==> config.mk <==
export PLATFORM = sky130hd
export DESIGN_NAME = multiplexed_clock_display_driver_unit
export DESIGN_NICKNAME = d
export VERILOG_FILES = /design/src/rtl/core/mcdd_pkg.sv /design/src/rtl/core/multiplexed_clock_display_driver_unit.sv
export SDC_FILE = /design/constraint.sdc
export NUM_CORES = 1
export LEC_CHECK = 0
export ABC_AREA = 1
export BUFFER_PORTS_ARGS = -buffer_cell sky130_fd_sc_hd__buf_2
export CELL_PAD_IN_SITES_DETAIL_PLACEMENT = 1
export CELL_PAD_IN_SITES_GLOBAL_PLACEMENT = 1
export CORE_ASPECT_RATIO = 1.2
export CORE_MARGIN = 5
export CORE_UTILIZATION = 46
export DETAILED_ROUTE_END_ITERATION = 6
export PLACE_DENSITY = 0.85
export SLEW_MARGIN = 40
export SYNTH_ARGS = -nofsm -noshare
export SYNTH_HDL_FRONTEND = slang
export SYNTH_SLANG_ARGS = --single-unit
export TNS_END_PERCENT = 5
==> constraint.sdc <==
create_clock -name clk -period 5.2 [get_ports clk]
set_input_delay 0.78 -clock clk [delete_from_list [all_inputs] [get_ports clk]]
set_output_delay 0.78 -clock clk [all_outputs]
set_load 0.01 [all_outputs]
==> src/rtl/core/mcdd_pkg.sv <==
`timescale 1ns / 1ps
`default_nettype none

package mcdd_pkg;

  // Register map of the configuration port
  localparam int unsigned NUM_PERIODS = 3;
  localparam int unsigned REG_IDX_W   = 2;
  localparam logic [REG_IDX_W-1:0] REG_CLOCK_PERIOD = 2'd0;
  localparam logic [REG_IDX_W-1:0] REG_BLINK_PERIOD = 2'd1;
  localparam logic [REG_IDX_W-1:0] REG_SCAN_PERIOD  = 2'd2;

  localparam int unsigned PERIOD_W = 10;

  // Period register reset values
  localparam logic [PERIOD_W-1:0] CLOCK_PERIOD_RST = 10'd100;
  localparam logic [PERIOD_W-1:0] BLINK_PERIOD_RST = 10'd100;
  localparam logic [PERIOD_W-1:0] SCAN_PERIOD_RST  = 10'd25;

  // Time of day after reset
  localparam logic [4:0] HOUR_RST   = 5'd23;
  localparam logic [5:0] MINUTE_RST = 6'd59;
  localparam logic [5:0] SECOND_RST = 6'd55;

  localparam logic [5:0] SECONDS_PER_MINUTE = 6'd60;
  localparam logic [5:0] MINUTES_PER_HOUR   = 6'd60;
  localparam logic [4:0] HOURS_PER_DAY      = 5'd24;

  typedef logic [6:0] seg_t;
  typedef logic [3:0] enable_t;

  localparam seg_t    SEG_ALL_OFF = 7'h7F;
  localparam enable_t EN_ALL_OFF  = 4'hF;

  // Scan positions, left to right on the display
  localparam logic [1:0] POS_HOUR_TENS   = 2'd0;
  localparam logic [1:0] POS_HOUR_UNITS  = 2'd1;
  localparam logic [1:0] POS_MINUTE_TENS = 2'd2;
  localparam logic [1:0] POS_MINUTE_UNITS = 2'd3;

  // Active-low a..g pattern of one decimal digit
  function automatic seg_t seg_pattern(input logic [3:0] d);
    seg_t p;
    unique case (d)
      4'd0:    p = 7'h40;
      4'd1:    p = 7'h79;
      4'd2:    p = 7'h24;
      4'd3:    p = 7'h30;
      4'd4:    p = 7'h19;
      4'd5:    p = 7'h12;
      4'd6:    p = 7'h02;
      4'd7:    p = 7'h78;
      4'd8:    p = 7'h00;
      4'd9:    p = 7'h10;
      default: p = SEG_ALL_OFF;
    endcase
    return p;
  endfunction

  // Tens digit of a value below 64, by compare chain
  function automatic logic [2:0] tens_of(input logic [5:0] v);
    logic [2:0] t;
    t = '0;
    for (int i = 1; i < 7; i++) begin
      if (v >= 6'(10 * i)) t = 3'(i);
    end
    return t;
  endfunction

  // Units digit of a value below 64
  function automatic logic [3:0] units_of(input logic [5:0] v);
    logic [5:0] u;
    u = v - 6'(6'(tens_of(v)) * 6'd10);
    return u[3:0];
  endfunction

endpackage

`default_nettype wire

==> src/rtl/core/multiplexed_clock_display_driver_unit.sv <==
`timescale 1ns / 1ps
`default_nettype none

// Four-digit HH:MM clock display driver for a common-anode multiplexed
// seven-segment display. Each accepted transaction on the tick channel is one
// base tick (tick high) or a no-op (tick low); every transaction yields exactly
// one result in the next cycle, holding the display drive, the blink level and
// the current time. A new tick is taken every cycle unless a held result stalls
// it: the counter, time-of-day and digit-decode update is a single level of
// shallow logic feeding the state and the result register, and the result
// register frees as it is read, so throughput is one transaction per cycle
// while results are taken. Clock, blink and scan periods default to 100, 100
// and 25 ticks; writing one reloads its counter; a zero period stops it.
module multiplexed_clock_display_driver_unit
  import mcdd_pkg::*;
#(
  parameter int unsigned COUNTER_WIDTH = 10
) (
  input  wire                       clk,
  input  wire                       rst,
  // tick channel
  input  wire                       tick_valid,
  output logic                      tick_ready,
  input  wire                       tick,
  // result channel
  output logic                      result_valid,
  input  wire                       result_ready,
  output logic [6:0]                segments,
  output logic [3:0]                digit_enables,
  output logic                      blink_level,
  output logic [4:0]                hours,
  output logic [5:0]                minutes,
  output logic [5:0]                seconds,
  // configuration channel
  input  wire                       cfg_valid,
  output logic                      cfg_ready,
  input  wire  [REG_IDX_W-1:0]      cfg_index,
  input  wire  [PERIOD_W-1:0]       cfg_data
);

  logic [PERIOD_W-1:0]      period_reg [NUM_PERIODS];
  logic [COUNTER_WIDTH-1:0] counter [NUM_PERIODS];
  logic [COUNTER_WIDTH-1:0] counter_next [NUM_PERIODS];
  logic [NUM_PERIODS-1:0]   fire;

  logic [4:0] hour_count, hour_next;
  logic [5:0] minute_count, minute_next;
  logic [5:0] second_count, second_next;
  logic [1:0] scan_position, scan_next;
  logic       blink_state, blink_next;
  seg_t       segment_drive, segment_next;
  enable_t    enable_drive, enable_next;

  logic [3:0] digit;
  logic       tick_accept;
  logic       cfg_write;

  assign tick_ready  = !result_valid || result_ready;
  assign tick_accept = tick_valid && tick_ready;
  assign cfg_ready   = 1'b1;
  assign cfg_write   = cfg_valid && (32'(cfg_index) < NUM_PERIODS);

  // Count down each period counter; fire and reload on reaching zero
  always_comb begin
    for (int k = 0; k < NUM_PERIODS; k++) begin
      counter_next[k] = counter[k];
      fire[k]         = 1'b0;
      if (tick && (counter[k] != '0)) begin
        counter_next[k] = counter[k] - COUNTER_WIDTH'(1);
        if (counter_next[k] == '0) begin
          counter_next[k] = COUNTER_WIDTH'(period_reg[k]);
          fire[k]         = 1'b1;
        end
      end
    end
  end

  // Advance the time of day with 60/60/24 rollover
  always_comb begin
    second_next = second_count;
    minute_next = minute_count;
    hour_next   = hour_count;
    if (fire[REG_CLOCK_PERIOD]) begin
      second_next = second_count + 6'd1;
      if (second_next >= SECONDS_PER_MINUTE) begin
        second_next = '0;
        minute_next = minute_count + 6'd1;
      end
      if (minute_next >= MINUTES_PER_HOUR) begin
        minute_next = '0;
        hour_next   = hour_count + 5'd1;
      end
      if (hour_next >= HOURS_PER_DAY) hour_next = '0;
    end
  end

  // Toggle the blink level
  assign blink_next = fire[REG_BLINK_PERIOD] ? ~blink_state : blink_state;

  // Step the scan and decode the selected digit of the updated time
  assign scan_next = fire[REG_SCAN_PERIOD] ? scan_position + 2'd1 : scan_position;

  always_comb begin
    unique case (scan_next)
      POS_HOUR_TENS:    digit = {1'b0, tens_of({1'b0, hour_next})};
      POS_HOUR_UNITS:   digit = units_of({1'b0, hour_next});
      POS_MINUTE_TENS:  digit = {1'b0, tens_of(minute_next)};
      POS_MINUTE_UNITS: digit = units_of(minute_next);
      default:          digit = '0;
    endcase
  end

  assign segment_next = fire[REG_SCAN_PERIOD] ? seg_pattern(digit) : segment_drive;
  assign enable_next  = fire[REG_SCAN_PERIOD] ? ~(enable_t'(1) << scan_next) : enable_drive;

  // Hold the period registers and counters; a write reloads its counter
  always_ff @(posedge clk) begin
    if (rst) begin
      period_reg[REG_CLOCK_PERIOD] <= CLOCK_PERIOD_RST;
      period_reg[REG_BLINK_PERIOD] <= BLINK_PERIOD_RST;
      period_reg[REG_SCAN_PERIOD]  <= SCAN_PERIOD_RST;
      counter[REG_CLOCK_PERIOD]    <= COUNTER_WIDTH'(CLOCK_PERIOD_RST);
      counter[REG_BLINK_PERIOD]    <= COUNTER_WIDTH'(BLINK_PERIOD_RST);
      counter[REG_SCAN_PERIOD]     <= COUNTER_WIDTH'(SCAN_PERIOD_RST);
    end else begin
      for (int k = 0; k < NUM_PERIODS; k++) begin
        if (cfg_write && (cfg_index == REG_IDX_W'(k))) begin
          period_reg[k] <= cfg_data;
          counter[k]    <= COUNTER_WIDTH'(cfg_data);
        end else if (tick_accept) begin
          counter[k] <= counter_next[k];
        end
      end
    end
  end

  // Update the clock and display state on each accepted transaction
  always_ff @(posedge clk) begin
    if (rst) begin
      hour_count    <= HOUR_RST;
      minute_count  <= MINUTE_RST;
      second_count  <= SECOND_RST;
      scan_position <= POS_HOUR_TENS;
      blink_state   <= 1'b1;
      segment_drive <= SEG_ALL_OFF;
      enable_drive  <= EN_ALL_OFF;
    end else if (tick_accept) begin
      hour_count    <= hour_next;
      minute_count  <= minute_next;
      second_count  <= second_next;
      scan_position <= scan_next;
      blink_state   <= blink_next;
      segment_drive <= segment_next;
      enable_drive  <= enable_next;
    end
  end

  // Result register: load on accept, drop valid once taken
  always_ff @(posedge clk) begin
    if (rst) begin
      result_valid <= 1'b0;
    end else if (tick_accept) begin
      result_valid <= 1'b1;
    end else if (result_ready) begin
      result_valid <= 1'b0;
    end
  end

  always_ff @(posedge clk) begin
    if (tick_accept) begin
      segments      <= segment_next;
      digit_enables <= enable_next;
      blink_level   <= blink_next;
      hours         <= hour_next;
      minutes       <= minute_next;
      seconds       <= second_next;
    end
  end

endmodule

`default_nettype wire

==> qor.yml, run 1 <==
die:
  die_h_um: 145
  row_count: 49
  die_width_um: 122
  ioPinCount: 50
  core-area_um2: 14900
  initial_core_util_pct: 46.6
  dieArea_um2: 17600
synth:
  yosysSeqAreaShare_pct: 47.8
  synth_area_leaders: "edfxtp_1 (39%), nand2_1 (10%), dfxtp_1 (9.2%)"
  syn_inst: 832
  ys_seq_elements: 121
  syn_avg_cell_area_um2: 8.34
  yosysTopAreaCell: "edfxtp_1"
  async_flop_share_pct: 0
  synth_fp_nets: 866
  synth_cell_type_count: 51
  synth.most_common_cell: "nand2_1"
  syn-cell-area_um2: 6940
  ys_warn_count: 0
  yosys-top-cells-count: "nand2_1 (189), inv_1 (102), edfxtp_1 (89), nor2_1 (77), nand3_1 (50)"
  synth_top_cell_area_share_pct: 38.5
  yosys_most_used_dff: "edfxtp_1"
  synth_edf_count: 89
placement:
  dp_hpwl_mm: 14.1
  io_buffers: 48
  dp.cells: 1067
  place_congestion: 0.850
  place_area_um2: 7380
worst_hold_path:
  min_path_type: "reg -> reg"
  hold_start: "enable_drive[1]"
sta:
  timing_hold_violations_final: 0
  fin_crit_sh_pct: 90.8
  slew_viol_final: 0
  maxSlewHeadroom_pct: 43.4
  grt_setup_unrepaired: "no"
  finalSetupTns_ns: 0
  tightest_slew_ns: 0.846
  setup_viol: 0
  period_minus_slack_ns: 4.72
  skew_ns: 0.0111
  fmax_mhz: 212
grt:
  antenna_found_initial: 0
  overflow: 0
  grt.total_usage_pct: 23.3
  grt_max_degree: 59
  grt_first_pass_wirelength_mm: 32.0
  grt_pass1_vias: 6314
pwr:
  p_total_mw: 2.89
  vdd_drop_max_mv: 0.170
  leakage_nw: 3.44
  p_per_area_nw_per_um2: 361
critical_path:
  r2r_start: "counter[0][0]"
  cp-end-kind: "flop"
  cp_max_fo: 12
  worstPathArrival_ns: 4.88
  critical_path_required_ns: 5.36
  crit_path_end: "segments[2]"
  critPathLaunch: "counter[0][0]"
  crit_type: "reg -> reg"
  r2r_setup_slack_ns: 0.48
  crit_path_start_kind: "flop"
  r2r_cells: 27
  r2r_end: "segments[2]"
route:
  post_drt_via_cell_ratio: 5.37
  drc: 0
  dr.pass1.iters: 4
  vias: 5918
  wire_per_inst_um: 17.8
  ant_nets: 0
  drt_first_iter_violations: 327
  wl_mm: 19.6
clock_tree:
  cts_sinks: 121
  cts-root-buf: "clkbuf_16"
  cts_tree: "built"
  cts_htree_levels: 4
  ctsHoldBuffers: 0
  clockBufferDepth: 2
  cts_made_buffers: 17
  insertion_delay_ns: 0.43
  cts.clk_slew.worst_paths_ns: 0.06
final_layout:
  n_antenna_cell: 0
  drive_above_1_share_pct: 17.5
  postLayoutCoreUtil_pct: 53.8
  instances_no_fill: 1103
  nets: 920
  area_delta_synth_final_pct: 15.6
  design_area_um2: 8020
  fillers: 1831
status:
  status: "completed"
flow_run:
  maxCapViolCount: 0
==> worst min path at each step <==
stage                            end  slack, ns  cells past startpoint
floorplan           segment_drive[0]       0.43                      2
finish               enable_drive[1]       0.47                      2
global route        segment_drive[1]       0.48                      2
detailed placement   enable_drive[1]       0.46                      2
global placement    segment_drive[3]       0.44                      2
CTS                  enable_drive[1]       0.47                      2
==> power by group <==
part	internal, mW	switching, mW
clock	0.804	0.424
sequential	1.13	0.0527
combinational	0.151	0.327
total	2.09	0.804
==> metal layers <==
layer | wire length, µm | global-route usage (%)
met1 | 7830 | 25.7
met2 | 10500 | 43.2
met3 | 679 | 4.93
met4 | 573 | 10.1
met5 | 0 | 0
==> layout by cell type, fill, tap and decap left out, drive strengths merged, types with 3 or more instances in the layout <==
cell	n
nand3b	4
or2	9
nand2	214
nor2	90
a31oi	4
bufinv	3
a21oi	47
nand4	7
dfxtp	32
xnor2	8
a22oi	6
nand3	55
inv	110
o22ai	4
xor2	14
a21boi	6
clkbuf	24
o21ai	56
ha	14
edfxtp	89
nor3	3
clkinv	9
o211ai	19
nor4	4
buf	57
==> cell type report <==
class,instances,area (µm²),share of cell area (%)
multi-input combinational,575,3100,38.7
sequential,121,3310,41.3
timing repair buffer,57,308,3.84
clock inverter,8,119,1.48
clock buffer,24,493,6.15
tap,204,255,3.18
inverter,114,429,5.35
==> kinds of logic (layout without fill, tap and decap cells) <==
| group | count (synthesis) | in the layout | share of synthesized area, % |
|---|---|---|---|
| other | 1 | 1 | 0.0541 |
| buffers and inverters | 136 | 203 | 7.70 |
| DFF | 121 | 121 | 47.8 |
| adders and majority gates | 16 | 16 | 3.10 |
| and+or+nand+nor | 387 | 387 | 25.6 |
| xor gates and xnor gates | 22 | 22 | 2.78 |
| AOI/OAI and AO/OA | 149 | 149 | 13.0 |
==> stage by stage <==
stage	hold slack, ns	worst slack (ns)
after floorplan	0.433	1.26
after global placement	0.444	0.693
after detailed placement	0.456	0.390
after CTS	0.470	0.348
after global routing	0.483	0.0677
final	0.467	0.479
==> critical path, stage by stage (launching register included) <==
cell and delay (ns):
edfxtp_1 0.42, inv_2 0.15, ha_1 0.26, xnor2_1 0.17, nand3_1 0.13, nor2_1 0.15
nand2_1 0.08, nor2_2 0.12, nand2_1 0.10, nor2_4 0.20, nand3_2 0.16, inv_2 0.16
nand2_1 0.06, nand2_1 0.10, nand3_2 0.15, nand2_1 0.10, nand2_1 0.07, nand2_2 0.10
nand2_2 0.09, ha_1 0.21, fa_1 0.50, o22ai_1 0.08, inv_1 0.07, nand2_2 0.08
inv_1 0.18, nand2_2 0.10, a21oi_4 0.30, a21boi_1 0.14
==> timing repair <==
action,in CTS,in global routing
buffers inserted,0,4
endpoints found under the setup margin,0,8
gates resized for setup,0,0
(Power assumes the default switching activity.)
==> run 2, diff against run 1 <==
- CORE_UTILIZATION: 46 -> 45
- PLACE_DENSITY: 0.85 -> 0.84
- RECOVER_POWER: unset -> 100
==> run 2 against run 1 <==
Net effect:
- total power shrank 2.7%
- critical path depth is the same
- final cell count is essentially flat
- non-clock buffer count shrank 1
- highest routed layer unchanged
- the run now ends with max-capacitance violations, max-slew violations left
- critical path type unchanged
==> qor.yml, run 2 (same netlist as run 1, synthesis figures left out) <==
status:
  status: "finished, violations left"
  violations: "max-capacitance violations, max-slew violations"
final_layout:
  seq_area_um2: 3310  # unchanged
  drive_above_1_share_pct: 12.6  # -4.9 points
  instances_no_fill: 1102  # -0.091%
  n_antenna_cell: 0  # unchanged
  multi_input_area_um2: 3080  # -0.65%
  mostFrequentLayoutCell: "nand2_1"
  nets: 919  # -0.11%
  fillers: 1859  # +1.5%
  final_cell_mix: "nand2_1 (191), inv_1 (101), edfxtp_1 (89), nor2_1 (78), nand3_1 (51)"
  area_delta_synth_final_pct: 14.0
route:
  dr.pass1.iters: 4  # unchanged
  vias: 5931  # +0.22%
  post_drt_via_cell_ratio: 5.38  # +0.31%
  wl_mm: 20.1  # +2.5%
  drt_first_iter_violations: 284  # -13%
  drc: 0  # unchanged
  wire_per_inst_um: 18.2  # +2.6%
  ant_nets: 0  # unchanged
pwr:
  vdd_drop_max_mv: 0.146  # -14%
  p_per_area_nw_per_um2: 356  # -1.4%
  leakage_nw: 3.34  # -3.1%
clock_tree:
  cts-root-buf: "clkbuf_16"
  clockBufferDepth: 2  # unchanged
  cts.clk_slew.worst_paths_ns: 0.06  # about the same
  insertion_delay_ns: 0.43  # about the same
  cts_htree_levels: 4  # unchanged
  cts_made_buffers: 17  # unchanged
  cts_sinks: 121  # unchanged
  ctsHoldBuffers: 0  # unchanged
  cts_tree: "built"
placement:
  dp_hpwl_mm: 14.0  # -1.2%
  dp_slack_ns: 0.473  # +0.0826 ns
  place_congestion: 0.814  # -4.3%
  io_buffers: 48  # unchanged
  dp.cells: 1067  # unchanged
sta:
  period_minus_slack_ns: 4.80  # +0.0825 ns
  maxSlewHeadroom_pct: -8.06  # -51 points
  final.setup.worst_slack_ns: 0.397  # -0.0825 ns
  tightest_slew_ns: 1.62  # +0.775 ns
  setup_viol: 0  # unchanged
  skew_ns: 0.00814  # -0.00294 ns
  fmax_mhz: 208  # -1.7%
  slew_viol_final: 68  # +68
  fin_crit_sh_pct: 92.4  # +1.6 points
  timing_hold_violations_final: 0  # unchanged
critical_path:
  crit_type: "reg -> reg"
  crit_family: "simple AND/OR/NAND/NOR gates"
  worstPathArrival_ns: 5.16  # +0.28 ns
  cp_max_fo: 13  # +1
  max_stage_delay_ns: 0.45  # -0.05 ns
  cp_num_buf_inv: 5  # +1
  cp-end-kind: "flop"
  cpMostUsedCell: "nand2_1"
  r2r_setup_slack_ns: 0.40  # -0.08 ns
  crit_path_start_kind: "flop"
  cp_slowest_cell: "fa_1"
  r2r_cells: 27  # unchanged
  critical_path_required_ns: 5.56  # +0.20 ns
  r2r_end: "segment_drive[3]"
  r2r_start: "counter[0][0]"
flow_run:
  maxCapViolCount: 2  # +2
worst_hold_path:
  min_path_type: "reg -> reg"
  whs_endpoint: "segment_drive[1]"
  hold_start: "segment_drive[1]"
  min_path_cells: 2  # unchanged
die:
  die_width_um: 123  # +1.0%
  dieArea_um2: 18000  # +2.1%
  core-area_um2: 15100  # +1.2%
  row_count: 49  # unchanged
  die_h_um: 146  # +1.0%
  ioPinCount: 50  # unchanged
  initial_core_util_pct: 46.0  # -0.57 points
grt:
  grt.total_usage_pct: 22.9  # -0.41 points
  grt_pass1_vias: 6329  # +0.24%
  grt_first_pass_wirelength_mm: 32.2  # +0.65%
  antenna_found_initial: 0  # unchanged
  grt_max_degree: 59  # unchanged
  overflow: 0  # unchanged
-- run 2: changes by cell type in the layout (fill, tap and decap cells not counted), sizes merged --
cell    delta
buf       -37
clkbuf    +36
clkinv     +3
bufinv     -2
inv        -1
-- run 2: worst max path at each step --
stage | startpoint | to | slack [ns] | depth (start not counted)
2_1_floorplan | counter[0][0] | segments[0] | 1.26 | 28
3_3_place_gp | counter[0][0] | segments[1] | 0.69 | 28
3_5_place_dp | counter[0][0] | segments[3] | 0.47 | 27
4_1_cts | counter[0][0] | segment_drive[3] | 0.28 | 30
5_1_grt | counter[0][0] | segment_drive[5] | -0.06 | 27
6_report | counter[0][0] | segment_drive[3] | 0.40 | 27
-- run 2: per-layer routing --
metal / share of wire [%] / vias to the layer above / GRT usage, % / wire [µm]
met5: 0 / - / 0 / 0
met4: 3.7 / 0 / 9.92 / 743
met3: 3.8 / 56 / 5.45 / 768
met2: 53 / 135 / 41.4 / 10700
met1: 39 / 2873 / 25.2 / 7860
li1: - / 2867 / - / -
-- run 2: final cells by class --
| class | instances | area share [%] |
|---|---|---|
| Multi-Input combinational cell | 575 | 38.9 |
| Inverter | 114 | 5.43 |
| Sequential cell | 121 | 41.9 |
| Clock buffer | 24 | 6.37 |
| Timing Repair Buffer | 56 | 3.27 |
| Tap cell | 204 | 3.23 |
| Clock inverter | 8 | 0.870 |
-- run 2: per-stage QoR --
step	setup TNS, ns	hold WS (ns)	power [mW]	utilization, %	area (µm²)
final	0	0.460	2.81	52.4	7910
after detailed placement	0	0.447	1.67	48.9	7380
after global placement	0	0.444	1.65	48.8	7370
after floorplan	0	0.433	1.53	-	6940
after global routing	-0.211	0.486	2.94	52.4	7910
after CTS	0	0.461	2.83	52.7	7950
-- run 2: timing repair --
item | 4_1_cts | 5_1_grt
setup buffers | 0 | 3
resized for setup | 0 | 0
endpoints found under the setup margin | 0 | 13
-- run 2: worst min-delay path, cell delays in order (launching register included) --
cell and delay, ns:
dfxtp_1 0.32, a21oi_1 0.06, nand2_1 0.05
-- run 2: power breakdown --
part / switching, mW / internal, mW / total, mW
Combinational: 0.330 / 0.145 / 0.475
Clock: 0.430 / 0.722 / 1.15
Sequential: 0.0526 / 1.13 / 1.19
Total: 0.812 / 2.00 / 2.81
